**src/rtl/lrc_pkg.sv**
```systemverilog
package lrc_pkg;

	localparam int RANGE_W = 16;
	localparam int IDX_W = 16;
	localparam int CURV_W = 32;

	localparam int MAX_SCAN_POINTS = 65536;
	localparam int HALF_WINDOW = 5;
	localparam int WIN_SPAN = 2 * HALF_WINDOW;
	localparam int WIN_LEN = WIN_SPAN + 1;
	localparam int IDX_MOD = (MAX_SCAN_POINTS > 65536) ? 65536 : MAX_SCAN_POINTS;
	localparam int FILL_W = $clog2(WIN_SPAN + 1);
	localparam int K_W = $clog2(WIN_LEN);

	// residual e = 10*(Rk-R0) - k*(R10-R0), |e| < 2^21
	localparam int E_W = 22;
	localparam int MAG_W = 21;
	localparam int SQ_W = 2 * MAG_W;
	localparam int SUM_W = 44;
	// curvature = floor(S*2560 / (900*R5)) = floor(S*128 / (45*R5))
	localparam int NUM_SHIFT = 7;
	localparam int NUM_W = SUM_W + NUM_SHIFT;
	localparam int DEN_MUL = 45;
	localparam int DEN_W = 22;
	localparam int REM_W = DEN_W + 1;
	localparam int TOP_W = NUM_W - CURV_W;
	localparam int STEP_W = $clog2(CURV_W);

	localparam logic [CURV_W-1:0] CURV_MAX = '1;

	localparam int QUEUE_DEPTH = 2;
	localparam int QPTR_W = (QUEUE_DEPTH > 1) ? $clog2(QUEUE_DEPTH) : 1;
	localparam int QCNT_W = $clog2(QUEUE_DEPTH + 1);

	typedef struct packed {
		logic [WIN_LEN-1:0][RANGE_W-1:0] win;
		logic [IDX_W-1:0] center_index;
	} job_t;

	typedef struct packed {
		logic full;
		logic empty;
	} q_status_t;

endpackage

```
**src/rtl/lrc_ifs.sv**
```systemverilog
interface lrc_in_if;
	import lrc_pkg::*;
	logic valid;
	logic ready;
	logic [RANGE_W-1:0] range_sample;
	logic scan_start;
	modport source(output valid, range_sample, scan_start, input ready);
	modport sink(input valid, range_sample, scan_start, output ready);
endinterface

interface lrc_out_if;
	import lrc_pkg::*;
	logic valid;
	logic ready;
	logic [CURV_W-1:0] curvature;
	logic [IDX_W-1:0] center_index;
	logic zero_range;
	modport source(output valid, curvature, center_index, zero_range, input ready);
	modport sink(input valid, curvature, center_index, zero_range, output ready);
endinterface

```
**src/rtl/lrc_front.sv**
```systemverilog
module lrc_front (
	input logic clk,
	input logic arst_n,
	lrc_in_if.sink samples,
	input lrc_pkg::q_status_t q_status,
	output logic push,
	output lrc_pkg::job_t push_job
);
	import lrc_pkg::*;

	logic [WIN_SPAN-1:0][RANGE_W-1:0] win_q;
	logic [FILL_W-1:0] fill_q;
	logic [FILL_W-1:0] fill_eff;
	logic [IDX_W-1:0] cnt_q;
	logic [IDX_W-1:0] cnt_eff;
	logic [IDX_W:0] cnt_wide;
	logic [IDX_W:0] cnt_next;
	logic [IDX_W:0] ci_wide;
	logic accept;

	assign samples.ready = !q_status.full;
	assign accept = samples.valid && samples.ready;

	assign fill_eff = samples.scan_start ? '0 : fill_q;
	assign cnt_eff = samples.scan_start ? '0 : cnt_q;
	assign cnt_wide = {1'b0, cnt_eff};
	assign cnt_next = (cnt_wide + (IDX_W+1)'(1) >= (IDX_W+1)'(IDX_MOD)) ? '0
		: cnt_wide + (IDX_W+1)'(1);
	assign ci_wide = (cnt_wide >= (IDX_W+1)'(HALF_WINDOW))
		? cnt_wide - (IDX_W+1)'(HALF_WINDOW)
		: cnt_wide + (IDX_W+1)'(IDX_MOD - HALF_WINDOW);

	assign push = accept && (fill_eff == FILL_W'(WIN_SPAN));

	always_comb begin
		for (int i = 0; i < WIN_SPAN; i++) begin
			push_job.win[i] = win_q[i];
		end
		push_job.win[WIN_SPAN] = samples.range_sample;
		push_job.center_index = ci_wide[IDX_W-1:0];
	end

	always_ff @(posedge clk or negedge arst_n) begin
		if (!arst_n) begin
			fill_q <= '0;
			cnt_q <= '0;
		end else if (accept) begin
			fill_q <= (fill_eff < FILL_W'(WIN_SPAN)) ? fill_eff + FILL_W'(1) : fill_eff;
			cnt_q <= cnt_next[IDX_W-1:0];
		end
	end

	// shift the window, oldest at index zero
	always_ff @(posedge clk) begin
		if (accept) begin
			for (int i = 0; i < WIN_SPAN - 1; i++) begin
				win_q[i] <= win_q[i+1];
			end
			win_q[WIN_SPAN-1] <= samples.range_sample;
		end
	end

endmodule

```
**src/rtl/lrc_queue.sv**
```systemverilog
module lrc_queue (
	input logic clk,
	input logic arst_n,
	input logic push,
	input lrc_pkg::job_t push_job,
	input logic pop,
	output lrc_pkg::job_t head_job,
	output lrc_pkg::q_status_t q_status
);
	import lrc_pkg::*;

	job_t mem_q [QUEUE_DEPTH];
	logic [QPTR_W-1:0] wr_ptr_q;
	logic [QPTR_W-1:0] rd_ptr_q;
	logic [QCNT_W-1:0] cnt_q;

	assign q_status.full = (cnt_q == QCNT_W'(QUEUE_DEPTH));
	assign q_status.empty = (cnt_q == '0);
	assign head_job = mem_q[rd_ptr_q];

	always_ff @(posedge clk or negedge arst_n) begin
		if (!arst_n) begin
			wr_ptr_q <= '0;
			rd_ptr_q <= '0;
			cnt_q <= '0;
		end else begin
			if (push) begin
				wr_ptr_q <= (wr_ptr_q == QPTR_W'(QUEUE_DEPTH - 1)) ? '0 : wr_ptr_q + QPTR_W'(1);
			end
			if (pop) begin
				rd_ptr_q <= (rd_ptr_q == QPTR_W'(QUEUE_DEPTH - 1)) ? '0 : rd_ptr_q + QPTR_W'(1);
			end
			if (push && !pop) begin
				cnt_q <= cnt_q + QCNT_W'(1);
			end else if (pop && !push) begin
				cnt_q <= cnt_q - QCNT_W'(1);
			end
		end
	end

	always_ff @(posedge clk) begin
		if (push) begin
			mem_q[wr_ptr_q] <= push_job;
		end
	end

	a_no_overflow: assert property (@(posedge clk) disable iff (!arst_n)
		push |-> !q_status.full)
		else $error("queue push while full");

	a_no_underflow: assert property (@(posedge clk) disable iff (!arst_n)
		pop |-> !q_status.empty)
		else $error("queue pop while empty");

endmodule

```
**src/rtl/lrc_back.sv**
```systemverilog
module lrc_back (
	input logic clk,
	input logic arst_n,
	input lrc_pkg::q_status_t q_status,
	input lrc_pkg::job_t head_job,
	output logic pop,
	lrc_out_if.source results
);
	import lrc_pkg::*;

	localparam logic [2:0] ST_IDLE = 3'd0;
	localparam logic [2:0] ST_SUMS = 3'd1;
	localparam logic [2:0] ST_PREP = 3'd2;
	localparam logic [2:0] ST_CHECK = 3'd3;
	localparam logic [2:0] ST_DIV = 3'd4;
	localparam logic [2:0] ST_DONE = 3'd5;

	logic [2:0] state_q;
	job_t job_q;
	logic signed [E_W-1:0] span_q;
	logic [K_W-1:0] k_q;
	logic issue;
	logic signed [E_W-1:0] dk;
	logic signed [E_W-1:0] kspan;
	logic signed [E_W-1:0] e_next;
	logic signed [E_W-1:0] e_s1;
	logic v_s1;
	logic [E_W-1:0] e_abs;
	logic [MAG_W-1:0] mag;
	logic [SQ_W-1:0] sq_s2;
	logic v_s2;
	logic [SUM_W-1:0] sum_q;
	logic [NUM_W-1:0] num;
	logic [DEN_W-1:0] den_q;
	logic [DEN_W-1:0] rem_q;
	logic [CURV_W-1:0] quo_q;
	logic [STEP_W-1:0] step_q;
	logic sat_q;
	logic zero_q;
	logic [REM_W-1:0] cand;
	logic cand_ge;
	logic [REM_W-1:0] cand_sub;
	logic out_valid_q;
	logic [CURV_W-1:0] curv_q;
	logic [IDX_W-1:0] idx_q;
	logic zr_q;
	logic load_out;

	assign pop = (state_q == ST_IDLE) && !q_status.empty;
	assign issue = (state_q == ST_SUMS) && (k_q != K_W'(WIN_SPAN));

	assign dk = $signed(E_W'(job_q.win[k_q])) - $signed(E_W'(job_q.win[0]));
	assign kspan = span_q * $signed(E_W'(k_q));
	assign e_next = (dk <<< 3) + (dk <<< 1) - kspan;

	assign e_abs = e_s1[E_W-1] ? E_W'(-e_s1) : E_W'(e_s1);
	assign mag = e_abs[MAG_W-1:0];

	assign num = {sum_q, NUM_SHIFT'(0)};

	assign cand = {rem_q, quo_q[CURV_W-1]};
	assign cand_ge = (cand >= {1'b0, den_q});
	assign cand_sub = cand - {1'b0, den_q};

	assign load_out = (state_q == ST_DONE) && (!out_valid_q || results.ready);

	assign results.valid = out_valid_q;
	assign results.curvature = curv_q;
	assign results.center_index = idx_q;
	assign results.zero_range = zr_q;

	always_ff @(posedge clk or negedge arst_n) begin
		if (!arst_n) begin
			state_q <= ST_IDLE;
			k_q <= '0;
			step_q <= '0;
			v_s1 <= 1'b0;
			v_s2 <= 1'b0;
			out_valid_q <= 1'b0;
		end else begin
			v_s1 <= issue;
			v_s2 <= v_s1;
			if (load_out) begin
				out_valid_q <= 1'b1;
			end else if (results.ready) begin
				out_valid_q <= 1'b0;
			end
			unique case (state_q)
				ST_IDLE: begin
					if (pop) begin
						k_q <= K_W'(1);
						state_q <= ST_SUMS;
					end
				end
				ST_SUMS: begin
					if (issue) begin
						k_q <= k_q + K_W'(1);
					end else if (!v_s1 && !v_s2) begin
						state_q <= ST_PREP;
					end
				end
				ST_PREP: begin
					state_q <= ST_CHECK;
				end
				ST_CHECK: begin
					step_q <= '0;
					state_q <= (rem_q >= den_q) ? ST_DONE : ST_DIV;
				end
				ST_DIV: begin
					step_q <= step_q + STEP_W'(1);
					if (step_q == STEP_W'(CURV_W - 1)) begin
						state_q <= ST_DONE;
					end
				end
				ST_DONE: begin
					if (load_out) begin
						state_q <= ST_IDLE;
					end
				end
				default: begin
					state_q <= ST_IDLE;
				end
			endcase
		end
	end

	always_ff @(posedge clk) begin
		e_s1 <= e_next;
		sq_s2 <= mag * mag;
		if (pop) begin
			job_q <= head_job;
			span_q <= $signed(E_W'(head_job.win[WIN_SPAN])) - $signed(E_W'(head_job.win[0]));
			sum_q <= '0;
		end else if (v_s2) begin
			sum_q <= sum_q + SUM_W'(sq_s2);
		end
		if (state_q == ST_PREP) begin
			den_q <= DEN_W'(job_q.win[HALF_WINDOW] * DEN_W'(DEN_MUL));
			zero_q <= (job_q.win[HALF_WINDOW] == '0);
			rem_q <= DEN_W'(num[NUM_W-1:CURV_W]);
			quo_q <= num[CURV_W-1:0];
		end
		if (state_q == ST_CHECK) begin
			sat_q <= (rem_q >= den_q);
		end
		if (state_q == ST_DIV) begin
			rem_q <= cand_ge ? cand_sub[DEN_W-1:0] : cand[DEN_W-1:0];
			quo_q <= {quo_q[CURV_W-2:0], cand_ge};
		end
		if (load_out) begin
			curv_q <= sat_q ? CURV_MAX : quo_q;
			idx_q <= job_q.center_index;
			zr_q <= zero_q;
		end
	end

	a_rem_below_den: assert property (@(posedge clk) disable iff (!arst_n)
		(state_q == ST_DIV) |-> (rem_q < den_q))
		else $error("divider remainder not below divisor");

	a_zero_never_divides: assert property (@(posedge clk) disable iff (!arst_n)
		(state_q == ST_DIV) |-> !zero_q)
		else $error("zero centre range entered divider");

	a_zero_gives_max: assert property (@(posedge clk) disable iff (!arst_n)
		(results.valid && results.zero_range) |-> (results.curvature == CURV_MAX))
		else $error("zero centre range without maximum curvature");

endmodule

```
**src/rtl/lidar_range_curvature.sv**
```systemverilog
// Lidar scan-line curvature.
// samples: one range per transfer (1/256 m) plus scan_start marking the first
// point of a scan. results: curvature (2^-16 m, saturating), the index of the
// centre point within its scan, and zero_range when the centre range is zero.
// An 11-sample window must be filled within a scan before results appear, so
// the first and last five points of each scan give no result.
// A front stage shifts the window and queues full windows in a 2-entry queue;
// the back end squares and sums the nine residuals with one multiplier and
// then runs a 32-step restoring divider.
// Saturated or zero centre results skip the divider. The back end works on one
// window at a time through its sums, divider and control steps, and takes the
// next only after its result is loaded into the output register; samples that
// give no result are taken every cycle while the queue has room.
// Reset clears the window fill, scan index, queue and output register.
// When results is stalled the finished result holds; the back end waits with
// the next result, the queue fills and then samples.ready drops.
module lidar_range_curvature (
	input logic clk,
	input logic arst_n,
	lrc_in_if.sink samples,
	lrc_out_if.source results
);
	import lrc_pkg::*;

	logic push;
	logic pop;
	job_t push_job;
	job_t head_job;
	q_status_t q_status;

	lrc_front u_front (
		.clk(clk),
		.arst_n(arst_n),
		.samples(samples),
		.q_status(q_status),
		.push(push),
		.push_job(push_job)
	);

	lrc_queue u_queue (
		.clk(clk),
		.arst_n(arst_n),
		.push(push),
		.push_job(push_job),
		.pop(pop),
		.head_job(head_job),
		.q_status(q_status)
	);

	lrc_back u_back (
		.clk(clk),
		.arst_n(arst_n),
		.q_status(q_status),
		.head_job(head_job),
		.pop(pop),
		.results(results)
	);

endmodule
```
**src/flat_wrapper.sv**
```systemverilog
// flat-port wrapper written by rule: the top's interface ports become plain ports
module lidar_range_curvature_flat import lrc_pkg::*;
  (clk, arst_n, samples_valid, samples_range_sample, samples_scan_start, samples_ready, results_valid, results_curvature, results_center_index, results_zero_range, results_ready);
  lrc_in_if samples_i ();
  lrc_out_if results_i ();
  input logic clk;
  input logic arst_n;
  input wire logic [$bits(samples_i.valid)-1:0] samples_valid;
  input wire logic [$bits(samples_i.range_sample)-1:0] samples_range_sample;
  input wire logic [$bits(samples_i.scan_start)-1:0] samples_scan_start;
  output wire logic [$bits(samples_i.ready)-1:0] samples_ready;
  output wire logic [$bits(results_i.valid)-1:0] results_valid;
  output wire logic [$bits(results_i.curvature)-1:0] results_curvature;
  output wire logic [$bits(results_i.center_index)-1:0] results_center_index;
  output wire logic [$bits(results_i.zero_range)-1:0] results_zero_range;
  input wire logic [$bits(results_i.ready)-1:0] results_ready;
  assign samples_i.valid = samples_valid;
  assign samples_i.range_sample = samples_range_sample;
  assign samples_i.scan_start = samples_scan_start;
  assign samples_ready = samples_i.ready;
  assign results_valid = results_i.valid;
  assign results_curvature = results_i.curvature;
  assign results_center_index = results_i.center_index;
  assign results_zero_range = results_i.zero_range;
  assign results_i.ready = results_ready;
  lidar_range_curvature u_core (.clk(clk), .arst_n(arst_n), .samples(samples_i), .results(results_i));
endmodule
```
**config.mk**
```make
export PLATFORM = sky130hd
export DESIGN_NAME = lidar_range_curvature_flat
export DESIGN_NICKNAME = d
export VERILOG_FILES = /design/src/rtl/lrc_pkg.sv /design/src/rtl/lrc_ifs.sv /design/src/rtl/lrc_front.sv /design/src/rtl/lrc_queue.sv /design/src/rtl/lrc_back.sv /design/src/rtl/lidar_range_curvature.sv /design/src/flat_wrapper.sv
export SDC_FILE = /design/constraint.sdc
export NUM_CORES = 2
export LEC_CHECK = 0
export BUFFER_PORTS_ARGS = -buffer_cell sky130_fd_sc_hd__buf_2
export CAP_MARGIN = 20
export CORE_MARGIN = 4
export CORE_UTILIZATION = 60
export CTS_CLUSTER_DIAMETER = 40
export CTS_CLUSTER_SIZE = 25
export DETAILED_ROUTE_END_ITERATION = 6
export PLACE_DENSITY_LB_ADDON = 0.1
export SLEW_MARGIN = 30
export SYNTH_ARGS = -nofsm -noshare
export SYNTH_HDL_FRONTEND = slang
export SYNTH_SLANG_ARGS = --single-unit
```
**constraint.sdc**
```tcl
create_clock -name clk -period 19 [get_ports clk]
set_input_delay 4.75 -clock clk [delete_from_list [all_inputs] [get_ports clk]]
set_output_delay 4.75 -clock clk [all_outputs]
set_load 0.05 [all_outputs]
```
* Yosys cells after proc, flatten, opt, wreduce, memory -nomap -nowiden
Memory sizes are Yosys's and may differ from the RTL's.
Index checks and enable logic that the tools add are counted.
** Word-level totals
- Register bits after elaboration :: 648
- Bits in writable memories :: 384
- Bits of input ports :: 21
- Output and inout bits :: 51
- Logic and storage cells :: 145
- Memories kept :: 1
** Cells by class
- $add $sub $neg :: 17
- Multipliers :: 3
- Order comparisons :: 6
- Equal/unequal tests :: 15
- Multiplexer cells :: 32
- Reduce and logical (&&, ||, !) cells :: 26
** Memories
- u_core.u_queue.mem_q :: depth 2, bits a word 192, rd ports 1, clocked after memory_dff 0, write ports 1, RTL line lrc_queue.sv:12 : job_t mem_q [QUEUE_DEPTH];
** Operators with widths (number)
- $mux 22 :: 3
- $bmux 16 s4 :: 1
- $mux 16 :: 4
- $mux 32 :: 2
- $add 44x42->44 :: 1
- $mul 21x21->42 :: 1
- $sub 16x16->17 :: 2
- $ge 23x22->1 :: 1
- $ge 22x22->1 :: 1
- $mul 16x6->22 const B :: 1
- $mul 22x5->22 :: 1
- $sub 21x22->22 :: 1
- $sub 22x22->22 :: 1
- $add 20x18->21 :: 1
- $mux 21 :: 1
- $neg 21->21 :: 1
- $pmux 3 s6 :: 1
- $add 16x1->17 const B :: 1
- $ge 17x17->1 const B :: 1
- $add 16x16->16 const B :: 1
- $ge 16x3->1 const B :: 1
- $logic_not 16->1 :: 1
- $mux 4 :: 4
- $sub 16x3->16 const B :: 1
- 29 further kinds :: 65

* Longest topological paths before layout
- Word-level depth :: 8
- Mapped depth :: 33
- Depth with buffers taken out :: 33

* By module
Synthesis repeated with hierarchy kept, for this count alone.
** Second synthesis, totals
- Cells, all modules :: 4669
- Area, all modules :: 59120.5 µm²
** By module, submodules not included
- lrc_back :: times used 1, cells each 3691, area an instance 38554.5 µm², sequential area each 12607.1 µm²
- lrc_queue :: times used 1, cells each 613, area an instance 14062.2 µm², sequential area each 11631.2 µm²
- lrc_front :: times used 1, cells each 365, area an instance 6503.7 µm², sequential area each 5305.1 µm²

* Worst setup path after synthesis
OpenSTA, ideal clock, no wires.
- Kind :: input -> register
- Start :: input port samples_scan_start
- End :: memory u_core.u_queue.mem_q[0][0] in the netlist's numbering (enable)
- Data arrival time :: 13.625 ns
- Path slack :: 4.626 ns
- Cell stages on the path :: 6
- Buffers on the path :: 2
- Cells stage by stage :: clkbuf_1 -> clkbuf_1 -> nand2b_1 -> ha_1 -> nand4b_1 -> nor2_1
** Between the ends
- Cells in the longest elaborated chain, start to end :: 5
** RTL lines
- from (decl) :: RTL line flat_wrapper.sv:10 : input wire logic [$bits(samples_i.scan_start)-1:0] samples_scan_start;
- $mux 4 :: RTL line lrc_front.sv:24 : assign fill_eff = samples.scan_start ? '0 : fill_q;
- $eq 4x4->1 :: RTL line lrc_front.sv:33 : assign push = accept && (fill_eff == FILL_W'(WIN_SPAN));
- $logic_and 1x1->1 :: RTL line lrc_front.sv:33
- $mux 1 :: RTL line lrc_queue.sv:42 : if (push) begin
- $mux 1 (not written as such) :: RTL line lrc_queue.sv:43 : mem_q[wr_ptr_q] <= push_job;
- to (decl) :: RTL line lrc_queue.sv:12
No other way between the ends.

* Final worst setup path
- Start :: register u_core.u_back.e_s1[0]
- End :: register u_core.u_back.sq_s2[40]
** Between the ends
- Cells in the longest elaborated chain, start to end :: 3
** RTL lines
- from (decl) :: RTL line lrc_back.sv:26 : logic signed [E_W-1:0] e_s1;
- from (signal assigned) :: RTL line lrc_back.sv:128 : e_s1 <= e_next;
- $neg 21->21 :: RTL line lrc_back.sv:56 : assign e_abs = e_s1[E_W-1] ? E_W'(-e_s1) : E_W'(e_s1);
- $mux 21 * :: RTL line lrc_back.sv:56
- $mul 21x21->42 * :: RTL line lrc_back.sv:129 : sq_s2 <= mag * mag;
- to (signal assigned) :: RTL line lrc_back.sv:129
- to (decl) :: RTL line lrc_back.sv:30 : logic [SQ_W-1:0] sq_s2;
Mark *: on every way between the ends. The rest lies on a longest branch, timed or not.
A chain may end at the register's enable or synchronous reset.

==> impl_metrics.py <==
metrics = {
    "layout": {
        "area_growth_pct": 11.2,
        "multi_input_area_sq_um": 26300,
        "final_cell_mix": "edfxtp_1 (880), inv_1 (670), fa_1 (409), nand2_1 (377), ha_1 (359)",
        "layout.cells.most_common": "edfxtp_1",
        "drive_above_1_share_pct": 12.8,
        "seq_area_sq_um": 29600,
        "fin_area_sq_um": 65400,
        "fillers": 7147,
        "final_util_pct": 67.4,
        "fin_nets": 5593,
    },
    "floorplan": {
        "io_pins": 72,
        "coreArea_sq_um": 97000,
        "chipHeight_microns": 321,
        "start_util_pct": 60.6,
        "dieWidth_microns": 321,
        "dieArea_sq_um": 103000,
        "row_count": 114,
    },
    "timing": {
        "drv_slew": 0,
        "finalCritPeriodShare_pct": 53.1,
        "finalSetupViolations": 0,
        "skew_ps": 46.0,
        "finalWorstSetupSlack_ps": 8900,
        "slew_headroom_pct": 35.7,
        "tns_ps": 0,
        "rsz0062_at_grt": "no",
        "max_slew.worst_pin.slew_ps": 964,
        "max_clock_freq_mhz": 99.1,
        "finalHoldViolCount": 0,
        "finalCriticalPeriod_ps": 10100,
    },
    "worst_setup_path": {
        "crit_buf_inv": 6,
        "cp_slowest_cell": "dfxtp_1",
        "end_kind": "flop",
        "cp.required_ps": 19620,
        "worstPathMaxFanout": 18,
        "worst_setup_path_start_kind": "flop",
        "worstPathArrival_ps": 10710,
        "path_class": "reg -> reg",
        "critical_path.top_delay_family": "adder cells",
        "slowest_delay_ps": 860,
        "cpMostUsedCell": "fa_1",
    },
    "place": {
        "postPlaceCellArea_sq_um": 60700,
        "portBuffers": 71,
        "post-place-ws_ps": 9030,
        "dp_hpwl_mm": 86.4,
        "place.gp.congestion": 0.907,
    },
    "synthesis": {
        "synth_seq_area_share_pct": 50.2,
        "avgSynthCellArea_sq_um": 12.6,
        "synth_area_leaders": "edfxtp_1 (45%), fa_1 (14%), ha_1 (7.6%)",
        "synth_xor_area_share_pct": 2.90,
        "synthAdderAreaFrac_pct": 21.6,
        "synth_mux_area_share_pct": 5.85,
        "synth_compound_area_share_pct": 6.58,
        "synth_cell_types": 79,
        "synth_warnings": 0,
        "synthArstFlopShare_pct": 3.80,
        "synth_top_family_by_area": "adder cells",
        "synthSimpleGateAreaFrac_pct": 7.68,
        "synth_edf_count": 880,
        "yosysTopAreaCellShare_pct": 44.9,
        "synthFlopType": "edfxtp_1",
        "synth_area_leader_cell": "edfxtp_1",
        "synth_seq_cells": 1026,
        "netlist_instances": 4685,
        "synthesis.area_sq_um": 58800,
        "synth_nets": 5474,
    },
    "cts": {
        "ctsHoldBuffers": 0,
        "cts_tree": "built",
        "h-tree-depth": 4,
        "clk_pin_slew_ps": 50,
        "clk_latency_ps": 730,
        "cts-buffers-inserted": 133,
        "cts-root-buf": "clkbuf_16",
        "clockBufferDepth": 3,
        "postCtsSetupBuffers": 0,
        "cts_resized": 0,
        "clock-sinks": 1026,
    },
    "detailed_routing": {
        "dr.pass1.iters": 6,
        "wl_per_cell_microns": 19.9,
        "drt_iter0_markers": 2373,
        "viasPerCell": 5.59,
        "ant_nets": 0,
        "wl_mm": 123,
        "drc": 0,
        "num_vias": 34600,
    },
    "global_routing": {
        "grt_max_degree": 137,
        "grt_pass1_wl_mm": 198,
        "grt_pass1_vias": 36500,
        "grt_usage_pct": 24.7,
        "antenna_found_initial": 5,
        "globalRoute.totalOverflow": 0,
    },
    "flow_run": {
        "maxCapViolCount": 0,
    },
    "worst_hold_path": {
        "hp-class": "reg -> reg",
    },
    "outcome": {
        "status": "finished clean",
    },
}
per-stage QoR:
| step | hold WS (ps) | instances |
|---|---|---|
| final | 378 | 6190 |
| after global routing | 399 | 6190 |
| after CTS | 380 | 6188 |
| after detailed placement | 367 | 5944 |
| after global placement | 361 | 5943 |
| after floorplan | 355 | 4685 |
area by class of cell:
type	count	share of cell area (%)
clock inverters	100	1.85
well taps	1276	2.44
inverters	683	3.95
diodes	1	0.00383
multi-input cells	2845	40.1
flip-flops and latches	1026	45.2
clock buffers	144	5.26
repair buffers	115	1.16
state kept, by name, summed over array words and instances, names as in the netlist, 22 cells and up:
signal	count
u_core.u_back.den_q	22
u_core.u_back.job_q	192
u_core.u_front.push_job	160
u_core.u_back.results.curvature	32
u_core.u_queue.mem_q	384
u_core.u_back.rem_q	22
u_core.u_back.sum_q	44
u_core.u_back.sq_s2	41
u_core.u_back.quo_q	32
u_core.u_back.e_s1	22
metal layers:
metal | global-route usage, % | share of wire, % | up-vias | wire, microns
li1 | - | - | 16400 | -
met1 | 32.6 | 42 | 17200 | 52000
met2 | 41.9 | 50 | 762 | 61400
met3 | 3.39 | 4.2 | 246 | 5130
met4 | 9.90 | 3.8 | 0 | 4720
met5 | 0 | 0 | - | 0
worst paths after layout:
check,slack (ps),start,to,depth (start not counted)
hold / removal,380,u_core.u_back.v_s1$_DFF_PN0_,u_core.u_back.v_s2$_DFF_PN0_,0
min in group asynchronous,4030,arst_n,u_core.u_back.results.valid$_DFFE_PN0P_,1
hold reg to reg,380,u_core.u_back.v_s1$_DFF_PN0_,u_core.u_back.v_s2$_DFF_PN0_,0
max in group asynchronous,14520,arst_n,u_core.u_queue.rd_ptr_q$_DFFE_PN0P_,1
setup reg to reg,8900,u_core.u_back.e_s1[0]$_DFF_P_,u_core.u_back.sq_s2[40]$_DFF_P_,29
setup / recovery,8900,u_core.u_back.e_s1[0]$_DFF_P_,u_core.u_back.sq_s2[40]$_DFF_P_,29
synthesized netlist by cell type, types with 9 or more instances:
master and count:
o21bai_1 14, a21oi_1 190, and3_1 32, o31ai_1 22
nor2_1 287, mux2i_1 74, a31oi_1 24, xnor2_1 123
or3_1 15, fa_1 409, a21boi_0 10, clkbuf_1 109
a211oi_1 22, nor2b_1 34, or2_2 39, xor2_1 63
nor4_1 10, o21ai_0 127, dfrtp_1 39, o21a_1 21
mux2_2 176, nor3_1 32, buf_1 16, nand4_1 15
o22ai_1 20, nand2_1 379, nand2b_1 41, and2_1 39
o211ai_1 13, ha_1 359, edfxtp_1 880, a21o_1 82
inv_1 671, dfxtp_1 107, clkinv_1 9, mux4_2 32
nand3_1 43
cell families (layout without fill, tap and decap cells):
group | count (synthesis) | after routing
mux | 282 | 282
xor+xnor | 190 | 190
fa+ha+maj | 768 | 768
flops | 1026 | 1026
compound gates | 612 | 612
simple gates | 993 | 993
buf+inv | 814 | 1042
other cells | 0 | 1
Power is not shown: default switching activity piles up to over one toggle a cycle in this logic, so the estimate is an artifact.
